==> src/rtl/ptfm_pkg.sv <==
// ----------------------------------------------------------------------------
// ptfm_pkg: shared types and constants of the period to flow meter
// Widths, register map, reset values and state encodings.
// ----------------------------------------------------------------------------
package ptfm_pkg;

  // counter widths
  localparam int TIMER_BITS = 16;
  localparam int COUNT_BITS = 32;

  // field widths
  localparam int INTERVAL_W = 16;
  localparam int CLK_W      = 40;
  localparam int GAIN_W     = 24;
  localparam int RES_W      = 32;
  localparam int PROD_W     = GAIN_W + RES_W;
  localparam int FRAC_BITS  = 16;

  // configuration port
  localparam int CFG_ADDR_W = 5;
  localparam int CFG_DATA_W = 64;
  localparam logic [1:0] REG_REPORT_INTERVAL = 2'd0;
  localparam logic [1:0] REG_CLOCK_MHZ       = 2'd1;
  localparam logic [1:0] REG_FLOW_GAIN       = 2'd2;

  localparam logic [INTERVAL_W-1:0] INTERVAL_RST = 16'd244;
  localparam logic [CLK_W-1:0]      CLOCK_RST    = 40'd16000000000;
  localparam logic [GAIN_W-1:0]     GAIN_RST     = 24'd400359;

  // job queue
  localparam int QUEUE_DEPTH = 4;
  localparam int QPTR_W      = $clog2(QUEUE_DEPTH);

  // divider step counter
  localparam int STEP_W = $clog2(CLK_W + 1);

  typedef enum logic [1:0] {
    PH_WAITING   = 2'd0,
    PH_COUNTING  = 2'd1,
    PH_COMPUTING = 2'd2
  } phase_t;

  typedef enum logic [2:0] {
    B_IDLE = 3'd0,
    B_DIV  = 3'd1,
    B_MUL  = 3'd2,
    B_FIN  = 3'd3,
    B_OUT  = 3'd4
  } back_state_t;

  // one measured period handed from front to back
  typedef struct packed {
    logic [COUNT_BITS-1:0] period;
    logic                  report;
  } job_t;

endpackage

==> src/rtl/ptfm_queue.sv <==
// ----------------------------------------------------------------------------
// ptfm_queue: short job queue between front and back
// Flop-based FIFO of measured periods; lets each side stall on its own.
// ----------------------------------------------------------------------------
module ptfm_queue (
  input  logic           clk,
  input  logic           rst_n,
  input  logic           push,
  input  ptfm_pkg::job_t push_job,
  output logic           full,
  input  logic           pop,
  output ptfm_pkg::job_t pop_job,
  output logic           empty
);

  ptfm_pkg::job_t                mem_r [ptfm_pkg::QUEUE_DEPTH];
  logic [ptfm_pkg::QPTR_W-1:0]   wr_ptr_r;
  logic [ptfm_pkg::QPTR_W-1:0]   rd_ptr_r;
  logic [ptfm_pkg::QPTR_W:0]     cnt_r;
  logic                          do_push;
  logic                          do_pop;

  assign full    = (cnt_r == (ptfm_pkg::QPTR_W+1)'(ptfm_pkg::QUEUE_DEPTH));
  assign empty   = (cnt_r == '0);
  assign do_push = push && !full;
  assign do_pop  = pop && !empty;
  assign pop_job = mem_r[rd_ptr_r];

  // store entries
  always_ff @(posedge clk) begin
    if (do_push) begin
      mem_r[wr_ptr_r] <= push_job;
    end
  end

  // advance pointers and fill count
  always_ff @(posedge clk) begin
    if (!rst_n) begin
      wr_ptr_r <= '0;
      rd_ptr_r <= '0;
      cnt_r    <= '0;
    end else begin
      if (do_push) begin
        wr_ptr_r <= wr_ptr_r + 1'b1;
      end
      if (do_pop) begin
        rd_ptr_r <= rd_ptr_r + 1'b1;
      end
      if (do_push && !do_pop) begin
        cnt_r <= cnt_r + 1'b1;
      end else if (do_pop && !do_push) begin
        cnt_r <= cnt_r - 1'b1;
      end
    end
  end

endmodule

==> src/rtl/ptfm_front.sv <==
// ----------------------------------------------------------------------------
// ptfm_front: per-cycle counter, report counter and edge sequencer
// Takes one word per counting cycle and queues a job for each measured period.
// ----------------------------------------------------------------------------
module ptfm_front (
  input  logic                              clk,
  input  logic                              rst_n,
  input  logic                              in_tvalid,
  output logic                              in_tready,
  input  logic                              edge_req,
  input  logic [ptfm_pkg::INTERVAL_W-1:0]   report_interval,
  input  logic                              q_full,
  output logic                              push,
  output ptfm_pkg::job_t                    push_job
);

  ptfm_pkg::phase_t                  phase_r, phase_nxt;
  logic [ptfm_pkg::COUNT_BITS-1:0]   cycle_r, cycle_nxt;
  logic [ptfm_pkg::INTERVAL_W-1:0]   rc_r, rc_nxt;
  logic [ptfm_pkg::COUNT_BITS-1:0]   period_r, period_nxt;
  logic [ptfm_pkg::COUNT_BITS-1:0]   cnt_inc;
  logic [ptfm_pkg::INTERVAL_W-1:0]   rc_inc;
  logic                              wrapped;
  logic                              report_now;
  logic                              acc;

  // stall only when a result must be queued and the queue is full
  assign in_tready = !((phase_r == ptfm_pkg::PH_COMPUTING) && q_full);
  assign acc       = in_tvalid && in_tready;

  assign cnt_inc    = cycle_r + 1'b1;
  assign wrapped    = (cnt_inc[ptfm_pkg::TIMER_BITS-1:0] == '0);
  assign rc_inc     = (wrapped && (rc_r < report_interval)) ? rc_r + 1'b1 : rc_r;
  assign report_now = (rc_inc >= report_interval);

  // next phase
  always_comb begin
    phase_nxt = phase_r;
    if (acc) begin
      case (phase_r)
        ptfm_pkg::PH_WAITING: begin
          if (edge_req) phase_nxt = ptfm_pkg::PH_COUNTING;
        end
        ptfm_pkg::PH_COUNTING: begin
          if (edge_req) phase_nxt = ptfm_pkg::PH_COMPUTING;
        end
        ptfm_pkg::PH_COMPUTING: phase_nxt = ptfm_pkg::PH_WAITING;
        default: phase_nxt = ptfm_pkg::PH_WAITING;
      endcase
    end
  end

  // counter updates and job push
  always_comb begin
    cycle_nxt       = cycle_r;
    rc_nxt          = rc_r;
    period_nxt      = period_r;
    push            = 1'b0;
    push_job.period = period_r;
    push_job.report = report_now;
    if (acc) begin
      case (phase_r)
        ptfm_pkg::PH_COMPUTING: begin
          cycle_nxt = cnt_inc;
          rc_nxt    = report_now ? '0 : rc_inc;
          push      = 1'b1;
        end
        ptfm_pkg::PH_WAITING: begin
          if (edge_req) begin
            cycle_nxt = '0;
          end else begin
            cycle_nxt = cnt_inc;
            rc_nxt    = rc_inc;
          end
        end
        ptfm_pkg::PH_COUNTING: begin
          cycle_nxt = cnt_inc;
          rc_nxt    = rc_inc;
          if (edge_req) period_nxt = cnt_inc;
        end
        default: begin
          cycle_nxt = cnt_inc;
          rc_nxt    = rc_inc;
        end
      endcase
    end
  end

  always_ff @(posedge clk) begin
    if (!rst_n) begin
      phase_r  <= ptfm_pkg::PH_WAITING;
      cycle_r  <= '0;
      rc_r     <= '0;
      period_r <= '0;
    end else begin
      phase_r  <= phase_nxt;
      cycle_r  <= cycle_nxt;
      rc_r     <= rc_nxt;
      period_r <= period_nxt;
    end
  end

endmodule

==> src/rtl/ptfm_back.sv <==
// ----------------------------------------------------------------------------
// ptfm_back: reciprocal and flow scaling of one queued period
// Restoring divider, one quotient bit a cycle, then one multiply and output.
// ----------------------------------------------------------------------------
module ptfm_back (
  input  logic                            clk,
  input  logic                            rst_n,
  input  ptfm_pkg::job_t                  job,
  input  logic                            q_empty,
  output logic                            pop,
  input  logic [ptfm_pkg::CLK_W-1:0]      clock_mhz,
  input  logic [ptfm_pkg::GAIN_W-1:0]     flow_gain,
  output logic                            out_tvalid,
  input  logic                            out_tready,
  output logic [ptfm_pkg::RES_W-1:0]      out_period,
  output logic [ptfm_pkg::RES_W-1:0]      out_freq,
  output logic [ptfm_pkg::RES_W-1:0]      out_flow,
  output logic                            out_report,
  output logic                            out_sat
);

  localparam int CB = ptfm_pkg::COUNT_BITS;
  localparam int CW = ptfm_pkg::CLK_W;
  localparam int RW = ptfm_pkg::RES_W;
  localparam int PW = ptfm_pkg::PROD_W;

  ptfm_pkg::back_state_t          state_r, state_nxt;
  logic [CB-1:0]                  div_r;
  logic [CB-1:0]                  rem_r;
  logic [CW-1:0]                  quo_r;
  logic [ptfm_pkg::STEP_W-1:0]    step_r;
  logic                           report_r;
  logic                           sat_r;
  logic [RW-1:0]                  per_r;
  logic [RW-1:0]                  freq_r;
  logic [PW-1:0]                  prod_r;
  logic [RW-1:0]                  per_o_r, freq_o_r, flow_o_r;
  logic                           report_o_r, sat_o_r;

  logic [CB:0]                    rem_sh;
  logic [CB+1:0]                  diff;
  logic                           ge;
  logic                           last_step;
  logic [63:0]                    per64;
  logic                           per_sat;
  logic                           quo_sat;
  logic [RW-1:0]                  freq_c;
  logic [PW-1:0]                  prod_c;
  logic                           flow_sat;
  logic                           div_step, mul_en, fin_en;

  // one restoring step
  assign rem_sh    = {rem_r, quo_r[CW-1]};
  assign diff      = {1'b0, rem_sh} - {2'b00, div_r};
  assign ge        = !diff[CB+1];
  assign last_step = (step_r == ptfm_pkg::STEP_W'(CW - 1));

  // period clipped to the result width
  assign per64   = 64'(job.period);
  assign per_sat = |per64[63:RW];

  // clip quotient, scale by gain
  assign quo_sat  = |quo_r[CW-1:RW];
  assign freq_c   = quo_sat ? '1 : quo_r[RW-1:0];
  assign prod_c   = PW'(flow_gain) * PW'(freq_c);
  assign flow_sat = |prod_r[PW-1:RW+ptfm_pkg::FRAC_BITS];

  // next state
  always_comb begin
    state_nxt = state_r;
    case (state_r)
      ptfm_pkg::B_IDLE: if (!q_empty)  state_nxt = ptfm_pkg::B_DIV;
      ptfm_pkg::B_DIV:  if (last_step) state_nxt = ptfm_pkg::B_MUL;
      ptfm_pkg::B_MUL:  state_nxt = ptfm_pkg::B_FIN;
      ptfm_pkg::B_FIN:  state_nxt = ptfm_pkg::B_OUT;
      ptfm_pkg::B_OUT:  if (out_tready) state_nxt = ptfm_pkg::B_IDLE;
      default:          state_nxt = ptfm_pkg::B_IDLE;
    endcase
  end

  // state outputs
  always_comb begin
    pop        = 1'b0;
    div_step   = 1'b0;
    mul_en     = 1'b0;
    fin_en     = 1'b0;
    out_tvalid = 1'b0;
    case (state_r)
      ptfm_pkg::B_IDLE: pop        = !q_empty;
      ptfm_pkg::B_DIV:  div_step   = 1'b1;
      ptfm_pkg::B_MUL:  mul_en     = 1'b1;
      ptfm_pkg::B_FIN:  fin_en     = 1'b1;
      ptfm_pkg::B_OUT:  out_tvalid = 1'b1;
      default: ;
    endcase
  end

  always_ff @(posedge clk) begin
    if (!rst_n) begin
      state_r <= ptfm_pkg::B_IDLE;
    end else begin
      state_r <= state_nxt;
    end
  end

  // datapath: load job, divide, multiply, hold result
  always_ff @(posedge clk) begin
    if (pop) begin
      div_r    <= job.period;
      rem_r    <= '0;
      quo_r    <= clock_mhz;
      step_r   <= '0;
      report_r <= job.report;
      sat_r    <= per_sat;
      per_r    <= per_sat ? '1 : per64[RW-1:0];
    end
    if (div_step) begin
      rem_r  <= ge ? diff[CB-1:0] : rem_sh[CB-1:0];
      quo_r  <= {quo_r[CW-2:0], ge};
      step_r <= step_r + 1'b1;
    end
    if (mul_en) begin
      freq_r <= freq_c;
      prod_r <= prod_c;
      sat_r  <= sat_r | quo_sat;
    end
    if (fin_en) begin
      per_o_r    <= per_r;
      freq_o_r   <= freq_r;
      flow_o_r   <= flow_sat ? '1 : prod_r[RW+ptfm_pkg::FRAC_BITS-1:ptfm_pkg::FRAC_BITS];
      report_o_r <= report_r;
      sat_o_r    <= sat_r | flow_sat;
    end
  end

  assign out_period = per_o_r;
  assign out_freq   = freq_o_r;
  assign out_flow   = flow_o_r;
  assign out_report = report_o_r;
  assign out_sat    = sat_o_r;

endmodule

==> src/rtl/period_to_flow_meter.sv <==
// ----------------------------------------------------------------------------
// period_to_flow_meter: reciprocal-period frequency counter with flow output
// Path: the word that follows the closing edge queues a job; the back end pops
//   it, runs the 40-step restoring divider, multiplies and registers the result.
// Throughput: one word per cycle unless stalled; the back end takes one job at
//   a time, the four-entry queue absorbs bursts, input stalls only when full.
// Reset (rst_n low, synchronous): counters and queue clear, registers load
//   their defaults; no clearing pass.
// ----------------------------------------------------------------------------
module period_to_flow_meter (
  input  logic                               clk,
  input  logic                               rst_n,
  // input word
  input  logic                               in_tvalid,
  output logic                               in_tready,
  input  logic [7:0]                         in_tdata,   // [0] edge_req
  // result word
  output logic                               out_tvalid,
  input  logic                               out_tready,
  output logic [95:0]                        out_tdata,  // [31:0] period_cycles,
                                                         // [63:32] frequency_mhz,
                                                         // [95:64] flow_milli_gph
  output logic [1:0]                         out_tuser,  // [0] report, [1] saturated
  // configuration
  input  logic                               cfg_psel,
  input  logic                               cfg_penable,
  input  logic                               cfg_pwrite,
  input  logic [ptfm_pkg::CFG_ADDR_W-1:0]    cfg_paddr,
  input  logic [ptfm_pkg::CFG_DATA_W-1:0]    cfg_pwdata,
  output logic [ptfm_pkg::CFG_DATA_W-1:0]    cfg_prdata,
  output logic                               cfg_pready
);

  logic [ptfm_pkg::INTERVAL_W-1:0] interval_r;
  logic [ptfm_pkg::CLK_W-1:0]      clock_r;
  logic [ptfm_pkg::GAIN_W-1:0]     gain_r;
  logic                            cfg_wr;
  logic [1:0]                      cfg_idx;

  logic           q_push, q_full, q_pop, q_empty;
  ptfm_pkg::job_t push_job, pop_job;

  logic [ptfm_pkg::RES_W-1:0] res_period, res_freq, res_flow;
  logic                       res_report, res_sat;

  // configuration registers
  assign cfg_pready = 1'b1;
  assign cfg_wr     = cfg_psel && cfg_penable && cfg_pwrite && cfg_pready;
  assign cfg_idx    = cfg_paddr[4:3];

  always_ff @(posedge clk) begin
    if (!rst_n) begin
      interval_r <= ptfm_pkg::INTERVAL_RST;
      clock_r    <= ptfm_pkg::CLOCK_RST;
      gain_r     <= ptfm_pkg::GAIN_RST;
    end else if (cfg_wr) begin
      case (cfg_idx)
        ptfm_pkg::REG_REPORT_INTERVAL: interval_r <= cfg_pwdata[ptfm_pkg::INTERVAL_W-1:0];
        ptfm_pkg::REG_CLOCK_MHZ:       clock_r    <= cfg_pwdata[ptfm_pkg::CLK_W-1:0];
        ptfm_pkg::REG_FLOW_GAIN:       gain_r     <= cfg_pwdata[ptfm_pkg::GAIN_W-1:0];
        default: ;
      endcase
    end
  end

  // register readback
  always_comb begin
    case (cfg_idx)
      ptfm_pkg::REG_REPORT_INTERVAL: cfg_prdata = ptfm_pkg::CFG_DATA_W'(interval_r);
      ptfm_pkg::REG_CLOCK_MHZ:       cfg_prdata = ptfm_pkg::CFG_DATA_W'(clock_r);
      ptfm_pkg::REG_FLOW_GAIN:       cfg_prdata = ptfm_pkg::CFG_DATA_W'(gain_r);
      default:                       cfg_prdata = '0;
    endcase
  end

  ptfm_front u_front (
    .clk             (clk),
    .rst_n           (rst_n),
    .in_tvalid       (in_tvalid),
    .in_tready       (in_tready),
    .edge_req        (in_tdata[0]),
    .report_interval (interval_r),
    .q_full          (q_full),
    .push            (q_push),
    .push_job        (push_job)
  );

  ptfm_queue u_queue (
    .clk      (clk),
    .rst_n    (rst_n),
    .push     (q_push),
    .push_job (push_job),
    .full     (q_full),
    .pop      (q_pop),
    .pop_job  (pop_job),
    .empty    (q_empty)
  );

  ptfm_back u_back (
    .clk        (clk),
    .rst_n      (rst_n),
    .job        (pop_job),
    .q_empty    (q_empty),
    .pop        (q_pop),
    .clock_mhz  (clock_r),
    .flow_gain  (gain_r),
    .out_tvalid (out_tvalid),
    .out_tready (out_tready),
    .out_period (res_period),
    .out_freq   (res_freq),
    .out_flow   (res_flow),
    .out_report (res_report),
    .out_sat    (res_sat)
  );

  assign out_tdata = {res_flow, res_freq, res_period};
  assign out_tuser = {res_sat, res_report};

  // never push into a full queue
  a_no_overflow: assert property (@(posedge clk) disable iff (!rst_n)
    !(q_push && q_full))
    else $error("job pushed into full queue");

  // input stalls only for a full queue
  a_stall_cause: assert property (@(posedge clk) disable iff (!rst_n)
    !in_tready |-> q_full)
    else $error("input stalled without full queue");

  // a zero period always flags saturation
  a_zero_period_sat: assert property (@(posedge clk) disable iff (!rst_n)
    (out_tvalid && (out_tdata[31:0] == '0)) |-> out_tuser[1])
    else $error("zero period without saturation flag");

endmodule

==> config.mk <==
export PLATFORM = sky130hd
export DESIGN_NAME = period_to_flow_meter
export DESIGN_NICKNAME = d
export VERILOG_FILES = /design/src/rtl/ptfm_pkg.sv /design/src/rtl/ptfm_queue.sv /design/src/rtl/ptfm_front.sv /design/src/rtl/ptfm_back.sv /design/src/rtl/period_to_flow_meter.sv
export SDC_FILE = /design/constraint.sdc
export NUM_CORES = 2
export LEC_CHECK = 0
export ABC_AREA = 1
export ABC_CLOCK_PERIOD_IN_PS = 7850
export BUFFER_PORTS_ARGS = -buffer_cell sky130_fd_sc_hd__clkbuf_2
export CAP_MARGIN = 20
export CORE_MARGIN = 2
export CORE_UTILIZATION = 35
export DETAILED_ROUTE_END_ITERATION = 8
export GPL_ROUTABILITY_DRIVEN = 0
export HOLD_SLACK_MARGIN = 0.05
export PLACE_DENSITY_LB_ADDON = 0.12
export REMOVE_ABC_BUFFERS = 1
export SKIP_LAST_GASP = 1
export SLEW_MARGIN = 5
export SYNTH_ARGS = -nofsm -noshare
export SYNTH_HDL_FRONTEND = slang
export SYNTH_SLANG_ARGS = --single-unit
==> constraint.sdc <==
create_clock -name clk -period 7.85 [get_ports clk]
set_input_delay 0.785 -clock clk [delete_from_list [all_inputs] [get_ports clk]]
set_output_delay 0.785 -clock clk [all_outputs]
set_load 0.1 [all_outputs]
==> flow_metrics.tcl <==
set metrics [dict create \
    outcome "completed" \
    grtUsageTotal 0.2253 \
    fill_cells 14410 \
    diodes 0 \
    yosys-top-cells-area "fa_1 26%, edfxtp_1 25%, inv_1 8.3%, nand2_1 7.7%, dfxtp_1 6.9%" \
    path_buf_inv 6 \
    instances_no_fill 7892 \
    async_flop_share 0 \
    synthAdderAreaFrac 0.3254 \
    final_cell_mix "1101 x inv_1, 1021 x nand2_1, 736 x nor2_1, 659 x fa_1, 414 x edfxtp_1" \
    multiInputGateArea_mm2 0.02920 \
    max_slew_margin 0.2896 \
    drt_wl_total_um 162600 \
    clk_path_buf_depth 3 \
    clock_sinks 586 \
    syn_area_mm2 0.05016 \
    post_drt_wl_per_cell_um 20.60 \
    yosysTopAreaCell "fa_1" \
    fp.coreArea_mm2 0.1419 \
    rows 138 \
    crit_family "adder cells" \
    die-area_mm2 0.1463 \
    cp_slowest_cell "fa_1" \
    tightest_slew_ns 1.064 \
    netlist-cell-type-count 48 \
    path_clk_slew_ns 0.06 \
    synth_top_cell_area_share 0.2630 \
    crit_required_ns 8.26 \
    grt_pass1_vias 39730 \
    vias 38520 \
    die_h_um 382.6 \
    vias_per_cell 4.880 \
    cts_buffers 73 \
    synth_edf_count 414 \
    grt_pass1_wl_um 247600 \
    finalHoldViolCount 0 \
    drc 0 \
    worstSetupEndpointType "flip-flop" \
    ys_seq_area_frac 0.3165 \
    ios 249 \
    start_util 0.3534 \
    clock_latency_ns 0.71 \
    rsz0062_at_grt "yes" \
    yosysWarnings 0 \
    syn_to_final_growth_pct 13.60 \
    io_buffers 189 \
    register_area_mm2 0.01588 \
    dp_cells 7753 \
    synth-simple-area-share 0.1610 \
    max_freq_mhz 133.6 \
    synth-xor-area-share 0.01414 \
    skew_ns 0.05571 \
    clk_root_buffer_cell "clkbuf_16" \
    grt_max_degree 95 \
    maxCapViolCount 0 \
    ys.flop_type "edfxtp_1" \
    syn_inst 5686 \
    final_common_cell "inv_1" \
    drive_above_1_share 0.09713 \
    critPathLaunchType "flip-flop" \
    place_ws_ns 0.2372 \
    dr.pass1.iters 5 \
    min_period_ns 7.487 \
    ant_nets 0 \
    holdBufCountCts 0 \
    crit_arrival_ns 7.90 \
    fin_ws_ns 0.3634 \
    first_iter_violations 2826 \
    grt-ovfl-total 0 \
    ys_seq_elements 586 \
    antenna_found_initial 1 \
    synth_area_per_cell_um2 8.821 \
    worstPathMaxFanout 30 \
    critPathKind "reg -> reg" \
    die_x_um 382.6 \
    critical_path.most_common_cell "fa_1" \
    fin_crit_sh 0.9537 \
    synth_top_family_by_area "adder cells" \
    hpwl_um 127600 \
    hp-class "in -> reg" \
    htree_levels 3 \
    fin_util 0.4014 \
    drv_slew 0 \
    cts_tree "built" \
    nNetsFinal 6936 \
    setup_viol 0 \
    synthMuxAreaShare 0 \
    cpPeakStageDelay_ns 0.60 \
    synth_compound_area_frac 0.07731 \
]
-- layout make-up --
cell class	instances	share of cell area
multi-input combinational	3743	0.5125
sequential	586	0.2787
inverter	1122	0.07398
timing repair buffer	417	0.05119
tap	1890	0.04150
clock buffer	91	0.03325
clock inverter	43	0.008960
-- final timing paths --
kind                                   start                      endpoint  cells past startpoint  slack (ns)
setup / recovery  u_back.quo_r[36]$_DFFE_PP_   u_back.prod_r[52]$_DFFE_PP_                     28        0.36
hold reg to reg   u_back.freq_r[9]$_DFFE_PP_  u_back.out_freq[9]$_DFFE_PP_                      0        0.42
hold / removal                cfg_pwdata[29]      clock_r[29]$_SDFFE_PN1P_                      3        0.29
setup reg to reg  u_back.quo_r[36]$_DFFE_PP_   u_back.prod_r[52]$_DFFE_PP_                     28        0.36
-- metrics by stage --
step / hold slack, ns / TNS [ns] / cell area [um2]
2_1_floorplan: 0.4003 / -45.82 / 49160
3_3_place_gp: 0.4046 / 0 / 54440
3_5_place_dp: 0.4045 / 0 / 54460
4_1_cts: 0.2129 / 0 / 56860
5_1_grt: 0.2607 / -0.1387 / 56980
6_report: 0.2932 / 0 / 56980
-- layer usage --
metal / wire, um / up-vias / GRT usage / share of wire
met5: 12 / - / 0 / 0.000074
met4: 3693 / 2 / 0.05395 / 0.023
met3: 10330 / 180 / 0.03977 / 0.064
met2: 72680 / 1066 / 0.3577 / 0.45
met1: 75860 / 19200 / 0.3191 / 0.47
li1: - / 18070 / - / -
-- worst register-to-register path: cells and delay by family (launching register included) --
| family | cells | cell delay [ns] |
|---|---|---|
| buf+inv | 6 | 0.85 |
| fa+ha+maj | 8 | 3.92 |
| flops | 1 | 0.40 |
| simple gates | 9 | 0.91 |
| compound gates | 5 | 1.15 |
-- state kept, by name, indices dropped and copies added, names as in the netlist, 3 cells and up --
register / cells
u_back.out_freq: 32
u_back.out_period: 32
u_back.rem_r: 32
u_queue.mem_r: 132
u_queue.cnt_r: 3
u_back.step_r: 6
clock_r: 40
u_back.per_r: 32
interval_r: 16
gain_r: 24
u_front.period_r: 32
u_back.state_r: 3
u_back.quo_r: 40
u_back.prod_r: 40
u_back.out_flow: 32
u_front.rc_r: 16
u_front.cycle_r: 32
u_back.freq_r: 32
-- cells in the mapped netlist, types with 2 or more instances --
cell type	n
a211oi_1	3
a21boi_0	7
a21o_1	5
a21oi_1	258
a31oi_1	18
and2_1	19
and3_1	2
buf_1	4
buf_2	3
buf_4	27
clkbuf_1	223
clkinv_1	13
conb_1	2
dfxtp_1	172
edfxtp_1	414
fa_1	659
ha_1	250
inv_1	1103
inv_2	6
nand2_1	1023
nand2_2	12
nand2_4	2
nand3_1	131
nand3_2	2
nand4_1	20
nor2_1	749
nor2_2	5
nor2_4	3
nor3_1	48
nor4_1	9
o211ai_1	37
o21a_1	16
o21ai_0	274
o21bai_1	21
o221ai_1	16
o22ai_1	37
o311ai_0	2
or2_2	2
xnor2_1	27
xor2_1	54
-- kinds of logic after synthesis --
| family | count (synthesis) |
|---|---|
| buf+inv | 1380 |
| other cells | 2 |
| compound gates | 699 |
| simple gates | 2029 |
| xor+xnor | 81 |
| flops | 586 |
| fa+ha+maj | 909 |
-- timing repair --
item,4_1_cts,5_1_grt
buffers inserted,0,4
resized for setup,0,19
endpoints found under the setup margin,0,22
Power is left out: the tool's default activity adds up to more than one toggle a clock period on the data nets, which glitch-free logic cannot reach.
